**config.mk**
```make
export PLATFORM = sky130hd
export DESIGN_NAME = ipv4_header_parser
export DESIGN_NICKNAME = d
export VERILOG_FILES = /design/src/design/iphp_pkg.sv /design/src/design/iphp_front.sv /design/src/design/iphp_queue.sv /design/src/design/iphp_back.sv /design/src/design/ipv4_header_parser.sv
export SDC_FILE = /design/constraint.sdc
export NUM_CORES = 1
export LEC_CHECK = 0
export ABC_AREA = 1
export BUFFER_PORTS_ARGS = -buffer_cell sky130_fd_sc_hd__buf_2
export CAP_MARGIN = 20
export CORE_MARGIN = 1
export CORE_UTILIZATION = 40
export DETAILED_ROUTE_END_ITERATION = 8
export PLACE_DENSITY = 0.56
export SLEW_MARGIN = 10
export SYNTH_ARGS = -nofsm -noshare
export SYNTH_HDL_FRONTEND = slang
export SYNTH_HIERARCHICAL = 1
export SYNTH_SLANG_ARGS = --single-unit
export TNS_END_PERCENT = 100
```
**constraint.sdc**
```tcl
create_clock -name clk -period 19.55 [get_ports clk]
set_clock_uncertainty 0.2 [all_clocks]
set_input_delay 3.91 -clock clk [delete_from_list [all_inputs] [get_ports clk]]
set_output_delay 3.91 -clock clk [all_outputs]
set_load 0.005 [all_outputs]
```
**src/design/iphp_pkg.sv**
```systemverilog
// Shared types and constants for the IPv4 header parser.
// Used by iphp_front, iphp_queue, iphp_back and ipv4_header_parser.
package iphp_pkg;

  localparam int MIN_HDR = 20;
  localparam logic [3:0] IP_VERSION = 4'd4;

  localparam int QDEPTH = 4;
  localparam int QPTR_BITS = 2;
  localparam int QCNT_BITS = 3;

  // Header field that a byte lands in
  typedef enum logic [3:0] {
    F_NONE,
    F_TOS,
    F_TOTAL,
    F_IDENT,
    F_FLAGS,
    F_TTL,
    F_PROTO,
    F_SRC,
    F_DST
  } field_t;

  typedef enum logic [1:0] {
    ST_OK,
    ST_SHORT,
    ST_VERSION,
    ST_HDRLEN
  } status_t;

  typedef enum logic [1:0] {
    FK_NONE,
    FK_FIRST,
    FK_MIDDLE,
    FK_LAST
  } frag_t;

  // One classified byte on its way from the front to the back
  typedef struct packed {
    logic [7:0]  data;
    field_t      field;
    logic        cks_hi;
    logic        cks_lo;
    logic        last;
    status_t     status;
    logic [5:0]  hlen;
    logic [15:0] room;
  } entry_t;

  function automatic field_t field_of(input logic [4:0] idx);
    field_t f;
    unique case (idx) inside
      5'd1:               f = F_TOS;
      5'd2, 5'd3:         f = F_TOTAL;
      5'd4, 5'd5:         f = F_IDENT;
      5'd6, 5'd7:         f = F_FLAGS;
      5'd8:               f = F_TTL;
      5'd9:               f = F_PROTO;
      [5'd12:5'd15]:      f = F_SRC;
      [5'd16:5'd19]:      f = F_DST;
      default:            f = F_NONE;
    endcase
    return f;
  endfunction

endpackage

```
**src/design/iphp_front.sv**
```systemverilog
// Front end: accepts packet bytes, tracks the byte index and classifies each byte.
// Depends on iphp_pkg.
module iphp_front #(
  parameter int COUNT_BITS = 16
) (
  input  logic             clk,
  input  logic             rst,
  input  logic             in_valid,
  output logic             in_stall,
  input  logic [7:0]       data_byte,
  input  logic             end_of_packet,
  input  logic             q_full,
  output logic             push,
  output iphp_pkg::entry_t entry
);

  localparam int RoomBits = (COUNT_BITS > 16) ? COUNT_BITS : 16;
  localparam logic [COUNT_BITS-1:0] CountMax = '1;

  logic [COUNT_BITS-1:0] count;
  logic [COUNT_BITS-1:0] count_sat;
  logic [3:0]            ver;
  logic [5:0]            ihl;
  logic                  first;
  logic [3:0]            ver_cur;
  logic [5:0]            ihl_cur;
  logic                  in_hdr;
  logic [RoomBits-1:0]   room_wide;

  assign in_stall = q_full;
  assign push     = in_valid && !q_full;

  always_comb begin
    first     = (count == '0);
    ver_cur   = first ? data_byte[7:4] : ver;
    ihl_cur   = first ? {data_byte[3:0], 2'b00} : ihl;
    count_sat = (count == CountMax) ? count : count + 1'b1;
    in_hdr    = count < COUNT_BITS'(ihl_cur);

    entry.data   = data_byte;
    entry.field  = (count < COUNT_BITS'(iphp_pkg::MIN_HDR)) ?
                   iphp_pkg::field_of(count[4:0]) : iphp_pkg::F_NONE;
    entry.cks_hi = in_hdr && !count[0];
    entry.cks_lo = in_hdr && count[0];
    entry.last   = end_of_packet;
    entry.hlen   = ihl_cur;

    if (count_sat < COUNT_BITS'(iphp_pkg::MIN_HDR)) begin
      entry.status = iphp_pkg::ST_SHORT;
    end else if (ver_cur != iphp_pkg::IP_VERSION) begin
      entry.status = iphp_pkg::ST_VERSION;
    end else if (ihl_cur < 6'(iphp_pkg::MIN_HDR) || COUNT_BITS'(ihl_cur) > count_sat) begin
      entry.status = iphp_pkg::ST_HDRLEN;
    end else begin
      entry.status = iphp_pkg::ST_OK;
    end

    // bytes past the header, saturated to the payload field width
    room_wide  = RoomBits'(count_sat) - RoomBits'(ihl_cur);
    entry.room = (room_wide > RoomBits'(16'hFFFF)) ? 16'hFFFF : room_wide[15:0];
  end

  always_ff @(posedge clk) begin
    if (rst) begin
      count <= '0;
    end else if (push) begin
      count <= end_of_packet ? '0 : count_sat;
    end
  end

  always_ff @(posedge clk) begin
    if (push && first) begin
      ver <= data_byte[7:4];
      ihl <= {data_byte[3:0], 2'b00};
    end
  end

endmodule

```
**src/design/iphp_queue.sv**
```systemverilog
// Short FIFO of classified bytes between the front end and the back end.
// Depends on iphp_pkg.
module iphp_queue (
  input  logic             clk,
  input  logic             rst,
  input  logic             push,
  input  iphp_pkg::entry_t wr_entry,
  output logic             full,
  output logic             q_valid,
  input  logic             pop,
  output iphp_pkg::entry_t head
);

  iphp_pkg::entry_t mem [iphp_pkg::QDEPTH];

  logic [iphp_pkg::QPTR_BITS-1:0] wptr;
  logic [iphp_pkg::QPTR_BITS-1:0] rptr;
  logic [iphp_pkg::QCNT_BITS-1:0] cnt;

  assign full    = (cnt == iphp_pkg::QCNT_BITS'(iphp_pkg::QDEPTH));
  assign q_valid = (cnt != '0);
  assign head    = mem[rptr];

  always_ff @(posedge clk) begin
    if (rst) begin
      wptr <= '0;
      rptr <= '0;
      cnt  <= '0;
    end else begin
      if (push) begin
        wptr <= wptr + 1'b1;
      end
      if (pop) begin
        rptr <= rptr + 1'b1;
      end
      if (push && !pop) begin
        cnt <= cnt + 1'b1;
      end else if (pop && !push) begin
        cnt <= cnt - 1'b1;
      end
    end
  end

  always_ff @(posedge clk) begin
    if (push) begin
      mem[wptr] <= wr_entry;
    end
  end

`ifndef SYNTHESIS
  a_no_overflow: assert property (@(posedge clk) disable iff (rst)
    full |-> !push)
    else $error("queue written while full");

  a_no_underflow: assert property (@(posedge clk) disable iff (rst)
    pop |-> q_valid)
    else $error("queue read while empty");

  a_ptr_count: assert property (@(posedge clk) disable iff (rst)
    (wptr - rptr) == cnt[iphp_pkg::QPTR_BITS-1:0])
    else $error("queue pointers disagree with occupancy");
`endif

endmodule

```
**src/design/iphp_back.sv**
```systemverilog
// Back end: applies classified bytes to the header stores and checksum,
// and builds the result register on the last byte. Depends on iphp_pkg.
module iphp_back (
  input  logic             clk,
  input  logic             rst,
  input  logic             q_valid,
  input  iphp_pkg::entry_t head,
  output logic             pop,
  output logic             out_valid,
  input  logic             out_stall,
  output logic [1:0]       parse_status,
  output logic             header_sum_ok,
  output logic [5:0]       header_len,
  output logic [7:0]       type_of_service,
  output logic [15:0]      datagram_len,
  output logic [15:0]      identification,
  output logic [15:0]      flags_and_offset,
  output logic [7:0]       time_to_live,
  output logic [7:0]       protocol_number,
  output logic [63:0]      address_pair,
  output logic [1:0]       fragment_kind,
  output logic [15:0]      data_len
);

  logic [7:0]  tos, tos_next;
  logic [15:0] total_len, total_len_next;
  logic [15:0] ident, ident_next;
  logic [15:0] flags_off, flags_off_next;
  logic [7:0]  ttl, ttl_next;
  logic [7:0]  proto, proto_next;
  logic [31:0] src_addr, src_addr_next;
  logic [31:0] dst_addr, dst_addr_next;
  logic [15:0] csum, csum_next;
  logic [7:0]  pending, pending_next;
  logic [16:0] sum_wide;
  logic [15:0] sum_fold;
  logic [15:0] pay_raw;
  logic [15:0] pay;
  iphp_pkg::frag_t kind;

  // hold a last byte only while a finished result is still waiting
  assign pop = q_valid && (!head.last || !out_valid || !out_stall);

  always_comb begin
    tos_next       = tos;
    total_len_next = total_len;
    ident_next     = ident;
    flags_off_next = flags_off;
    ttl_next       = ttl;
    proto_next     = proto;
    src_addr_next  = src_addr;
    dst_addr_next  = dst_addr;
    unique case (head.field)
      iphp_pkg::F_TOS:   tos_next       = head.data;
      iphp_pkg::F_TOTAL: total_len_next = {total_len[7:0], head.data};
      iphp_pkg::F_IDENT: ident_next     = {ident[7:0], head.data};
      iphp_pkg::F_FLAGS: flags_off_next = {flags_off[7:0], head.data};
      iphp_pkg::F_TTL:   ttl_next       = head.data;
      iphp_pkg::F_PROTO: proto_next     = head.data;
      iphp_pkg::F_SRC:   src_addr_next  = {src_addr[23:0], head.data};
      iphp_pkg::F_DST:   dst_addr_next  = {dst_addr[23:0], head.data};
      default: ;
    endcase

    // one's-complement add with end-around carry
    sum_wide     = {1'b0, csum} + {1'b0, pending, head.data};
    sum_fold     = sum_wide[15:0] + {15'b0, sum_wide[16]};
    csum_next    = head.cks_lo ? sum_fold : csum;
    pending_next = head.cks_hi ? head.data : pending;

    if (flags_off_next[12:0] == '0) begin
      kind = flags_off_next[13] ? iphp_pkg::FK_FIRST : iphp_pkg::FK_NONE;
    end else begin
      kind = flags_off_next[13] ? iphp_pkg::FK_MIDDLE : iphp_pkg::FK_LAST;
    end

    pay_raw = (total_len_next > {10'b0, head.hlen}) ?
              total_len_next - {10'b0, head.hlen} : 16'd0;
    pay     = (pay_raw > head.room) ? head.room : pay_raw;
  end

  always_ff @(posedge clk) begin
    if (rst) begin
      csum      <= '0;
      out_valid <= 1'b0;
    end else begin
      if (pop) begin
        csum <= head.last ? 16'd0 : csum_next;
      end
      out_valid <= (out_valid && out_stall) || (pop && head.last);
    end
  end

  always_ff @(posedge clk) begin
    if (pop) begin
      tos       <= tos_next;
      total_len <= total_len_next;
      ident     <= ident_next;
      flags_off <= flags_off_next;
      ttl       <= ttl_next;
      proto     <= proto_next;
      src_addr  <= src_addr_next;
      dst_addr  <= dst_addr_next;
      pending   <= pending_next;
    end
    if (pop && head.last) begin
      parse_status <= head.status;
      header_len   <= (head.status == iphp_pkg::ST_SHORT) ? 6'd0 : head.hlen;
      if (head.status == iphp_pkg::ST_OK) begin
        header_sum_ok    <= (csum_next == 16'hFFFF);
        type_of_service  <= tos_next;
        datagram_len     <= total_len_next;
        identification   <= ident_next;
        flags_and_offset <= flags_off_next;
        time_to_live     <= ttl_next;
        protocol_number  <= proto_next;
        address_pair     <= {src_addr_next, dst_addr_next};
        fragment_kind    <= kind;
        data_len         <= pay;
      end else begin
        header_sum_ok    <= 1'b0;
        type_of_service  <= '0;
        datagram_len     <= '0;
        identification   <= '0;
        flags_and_offset <= '0;
        time_to_live     <= '0;
        protocol_number  <= '0;
        address_pair     <= '0;
        fragment_kind    <= iphp_pkg::FK_NONE;
        data_len         <= '0;
      end
    end
  end

`ifndef SYNTHESIS
  a_err_zero: assert property (@(posedge clk) disable iff (rst)
    out_valid && parse_status != iphp_pkg::ST_OK |->
      data_len == '0 && address_pair == '0 && !header_sum_ok)
    else $error("error result carries nonzero fields");

  a_pay_bound: assert property (@(posedge clk) disable iff (rst)
    out_valid && parse_status == iphp_pkg::ST_OK |->
      data_len <= datagram_len && header_len >= 6'(iphp_pkg::MIN_HDR))
    else $error("payload length exceeds total length");
`endif

endmodule

```
**src/design/ipv4_header_parser.sv**
```systemverilog
// IPv4 header parser: one byte per clock in unless stalled, one result per packet out.
// out_valid rises once the back end pops the last byte from the queue; that is late only
// while a stalled result keeps earlier bytes waiting. Throughput: one byte per clock
// unless the queue is full; the 4-entry byte queue lets front and back stall apart.
// A last byte waits in the queue only while the previous result is still stalled.
// Reset (rst, synchronous, active high) clears byte count, checksum, queue and out_valid.
module ipv4_header_parser #(
  parameter int COUNT_BITS = 16
) (
  input  logic        clk,
  input  logic        rst,
  input  logic        in_valid,
  output logic        in_stall,
  input  logic [7:0]  data_byte,
  input  logic        end_of_packet,
  output logic        out_valid,
  input  logic        out_stall,
  output logic [1:0]  parse_status,
  output logic        header_sum_ok,
  output logic [5:0]  header_len,
  output logic [7:0]  type_of_service,
  output logic [15:0] datagram_len,
  output logic [15:0] identification,
  output logic [15:0] flags_and_offset,
  output logic [7:0]  time_to_live,
  output logic [7:0]  protocol_number,
  output logic [63:0] address_pair,
  output logic [1:0]  fragment_kind,
  output logic [15:0] data_len
);

  logic             q_full;
  logic             q_valid;
  logic             push;
  logic             pop;
  iphp_pkg::entry_t wr_entry;
  iphp_pkg::entry_t head;

  iphp_front #(
    .COUNT_BITS(COUNT_BITS)
  ) u_front (
    .clk           (clk),
    .rst           (rst),
    .in_valid      (in_valid),
    .in_stall      (in_stall),
    .data_byte     (data_byte),
    .end_of_packet (end_of_packet),
    .q_full        (q_full),
    .push          (push),
    .entry         (wr_entry)
  );

  iphp_queue u_queue (
    .clk      (clk),
    .rst      (rst),
    .push     (push),
    .wr_entry (wr_entry),
    .full     (q_full),
    .q_valid  (q_valid),
    .pop      (pop),
    .head     (head)
  );

  iphp_back u_back (
    .clk              (clk),
    .rst              (rst),
    .q_valid          (q_valid),
    .head             (head),
    .pop              (pop),
    .out_valid        (out_valid),
    .out_stall        (out_stall),
    .parse_status     (parse_status),
    .header_sum_ok    (header_sum_ok),
    .header_len       (header_len),
    .type_of_service  (type_of_service),
    .datagram_len     (datagram_len),
    .identification   (identification),
    .flags_and_offset (flags_and_offset),
    .time_to_live     (time_to_live),
    .protocol_number  (protocol_number),
    .address_pair     (address_pair),
    .fragment_kind    (fragment_kind),
    .data_len         (data_len)
  );

endmodule

```
==> impl_metrics.csv <==
group,metric,value,unit
global_route,grt_usage,0.1821,
synth,synth_top_area_frac,0.5778,
timing,max-slew-margin-rel,0.2537,
pwr,p_seq_frac,0.378,
synth,synth_area,24480,µm²
cts,cts.reportedPaths.clkPinSlew,0.06,ns
timing,rsz0062_at_grt,"false",
cts,cts_setup_buffers,0,
final_layout,regArea,14990,µm²
hold_path,hold_path.class,"reg2reg",
global_route,grt_pass1_wl,89.16,mm
pwr,p_int,3.101,mW
cts,clkSinkCount,513,
routing,drc,0,
cts,cts_buffer_depth,3,
outcome,status,"completed",
synth,yosysWarnings,6,
cts,root_buffer,"clkbuf_16",
timing,fmax,0.1401,GHz
die,die_x,249.4,µm
synth,seq_area_frac_synth,0.6122,
job,drv_cap,0,
pwr,power.density,189.2,nW/µm²
timing,worst_pin_slew,1.109,ns
synth,synth.largest_area_cell,"edfxtp_1",
synth,synth_seq_cells,513,
die,rows,90,
final_layout,drive_gt1_frac,0.1304,
global_route,grt_overflow_total,0,
routing,drt_iter0_drc,1144,
timing,setup_tns,0,ns
critical_path,cp_max_fo,79,
critical_path,critPathLaunchType,"register",
cts,htree_num_levels,2,
placed_design,globalplace.congestion,0.8925,
timing,post-route-period-util,0.3651,
pwr,switchingPower,2.165,mW
timing,fin_crit,7.138,ns
die,dieArea,62190,µm²
global_route,grt_max_degree,98,
global_route,antenna_found_initial,0,
critical_path,path_class,"reg2reg",
synth,synth.area.top_cells,"edfxtp_1 (58%), nand2_1 (7.5%), inv_1 (6.6%), nor2_1 (5.3%), o21ai_0 (4.7%)",
die,coreArea,60360,µm²
global_route,grt_pass1_vias,16100,
timing,drv_slew,0,
cts,postCtsHoldBufs,0,
routing,via_count,17200,
critical_path,crit_slowest_cell,"buf_4",
final_layout,post-route-util,0.4613,
critical_path,slowest_delay,0.62,ns
synth,syn_inst,2544,
die,ioPinCount,178,
placed_design,dpl.hpwl,38.57,mm
timing,whs,0.2426,ns
placed_design,port_buffers,177,
critical_path,cp.required,19.68,ns
cts,worstSkewPairLatency,0.61,ns
synth,synth.distinct_cells,55,
critical_path,end_kind,"register",
routing,dr.pass1.iters,5,
cts,cts_resized,0,
final_layout,area_growth,13.74,%
critical_path,cp.arrival,7.27,ns
critical_path,cp_num_buf_inv,4,
synth,synth-main-ff-cell,"edfxtp_1",
cts,cts_buffers,55,
synth,syn_area_per_cell,9.622,µm²
cts,cts_tree,"done",
critical_path,regToRegSetupSlack,12.41,ns
final_layout,final_nets,2777,
pwr,peakVddDrop,0.09432,mV
synth,synth_edf_count,471,
critical_path,cpMostUsedCell,"nand2_1",
routing,wl,57.50,mm
final_layout,multi_input_area,7325,µm²
pwr,p_sw_frac,0.4112,
die,initial_utilization,0.4055,
die,die_height,249.4,µm
pwr,p_leak,12.21,nW
timing,hold_violations,0,
synth,async_reset_ff_frac,0,
routing,drt-vias-per-instance,4.865,
hold_path,hp-start,"u_queue/rptr[1]",
pwr,clkPwrFrac,0.195,
pwr,combPwrFrac,0.426,
final_layout,fill_cells,5763,
final_layout,antenna_cells,0,
timing,setup_violations,0,
routing,wire_per_inst,16.27,µm
routing,postRouteAntennaNets,0,
critical_path,crit_family,"simple AND/OR/NAND/NOR gates",
==> flip-flops by register name (all words and copies together) (netlist names), 16 cells and up, named ones only <==
name and cells:
u_back/identification 16, u_back/flags_off 16, u_back/address_pair 64, u_back/ident 16, u_back/src_addr 32, u_back/flags_and_offset 16, u_back/csum 16, u_back/data_len 16
u_queue/mem 156, u_back/dst_addr 32, u_back/datagram_len 16, u_back/total_len 16, u_front/count 16
==> layer usage <==
metal,part of all wire,track usage
met3,0.053,0.02691
met1,0.47,0.2604
met4,0.019,0.04533
met2,0.46,0.2906
met5,0,0
==> worst paths after layout <==
kind | end | depth (start not counted)
worst max-delay path | u_back/data_len[4] | 32
worst min-delay path | register | 1
worst max register to register | u_back/data_len[4] | 32
worst min register to register | register | 1
==> layout by cell type (no fill, tap or decap), drive strengths merged, types with 2 or more instances in the layout <==
cell,n
edfxtp,471
nand3,89
clkbuf,62
nor2,366
inv,446
o22ai,40
nor4,3
bufinv,6
xor2,13
nand4,23
a21oi,78
nand2,508
buf,199
ha,53
or2,11
o21ai,257
clkinv,33
nor3,14
nand3b,2
a21o,2
o31ai,4
o21a,2
fa,4
o21bai,5
clkinvlp,2
xnor2,7
conb,2
dfxtp,42
==> final cells by class <==
type | count | share of cell area
Multi-Input combinational cell | 1492 | 0.2631
Timing Repair Buffer | 199 | 0.03820
Clock buffer | 62 | 0.05038
Tap cell | 782 | 0.03514
Sequential cell | 513 | 0.5383
Inverter | 446 | 0.06085
Clock inverter | 41 | 0.01402
==> power groups by stage <==
| stage | logic (mW) | registers [mW] | clock network, mW |
|---|---|---|---|
| 2_1_floorplan | 1.51 | 2.02 | 0 |
| 3_3_place_gp | 2.21 | 2.01 | 0 |
| 3_5_place_dp | 2.25 | 2.02 | 0 |
| 4_1_cts | 2.27 | 2.00 | 1.06 |
| 5_1_grt | 2.55 | 2.04 | 1.10 |
| 6_report | 2.24 | 1.99 | 1.03 |
==> Yosys cell counts (5+ instances only) <==
cell type and count:
a21oi_1 77, buf_2 10, buf_4 14, buf_6 10
clkbuf_1 54, dfxtp_1 42, edfxtp_1 471, ha_1 53
inv_1 431, inv_2 10, nand2_1 489, nand2_2 15
nand3_1 88, nand4_1 23, nor2_1 344, nor2_2 12
nor2_4 8, nor3_1 13, o21ai_0 230, o21ai_1 21
o21bai_1 5, o22ai_1 40, or2_2 9, xnor2_1 7
xor2_1 13
==> logic make-up after synthesis <==
| logic type | count (synthesis) | synth area share |
|---|---|---|
| and+or+nand+nor | 1018 | 0.1740 |
| buffers and inverters | 540 | 0.08930 |
| DFF | 513 | 0.6122 |
| AOI/OAI and AO/OA | 395 | 0.08690 |
| adders and majority gates | 57 | 0.03036 |
| xor gates and xnor gates | 20 | 0.007156 |
| other | 1 | 0.0001532 |
==> per-stage QoR <==
stage | instance area (µm²) | total power, mW | instances | setup WS, ns
detailed placement | 26020 | 4.273 | 3430 | 12.16
global placement | 26020 | 4.222 | 3430 | 12.22
floorplan | 24480 | 3.528 | 2545 | 8.423
global route | 27840 | 5.686 | 3535 | 11.71
finish | 27840 | 5.266 | 3535 | 12.41
CTS | 27810 | 5.323 | 3533 | 12.40
No activity file was read; power rests on OpenSTA's default activity.
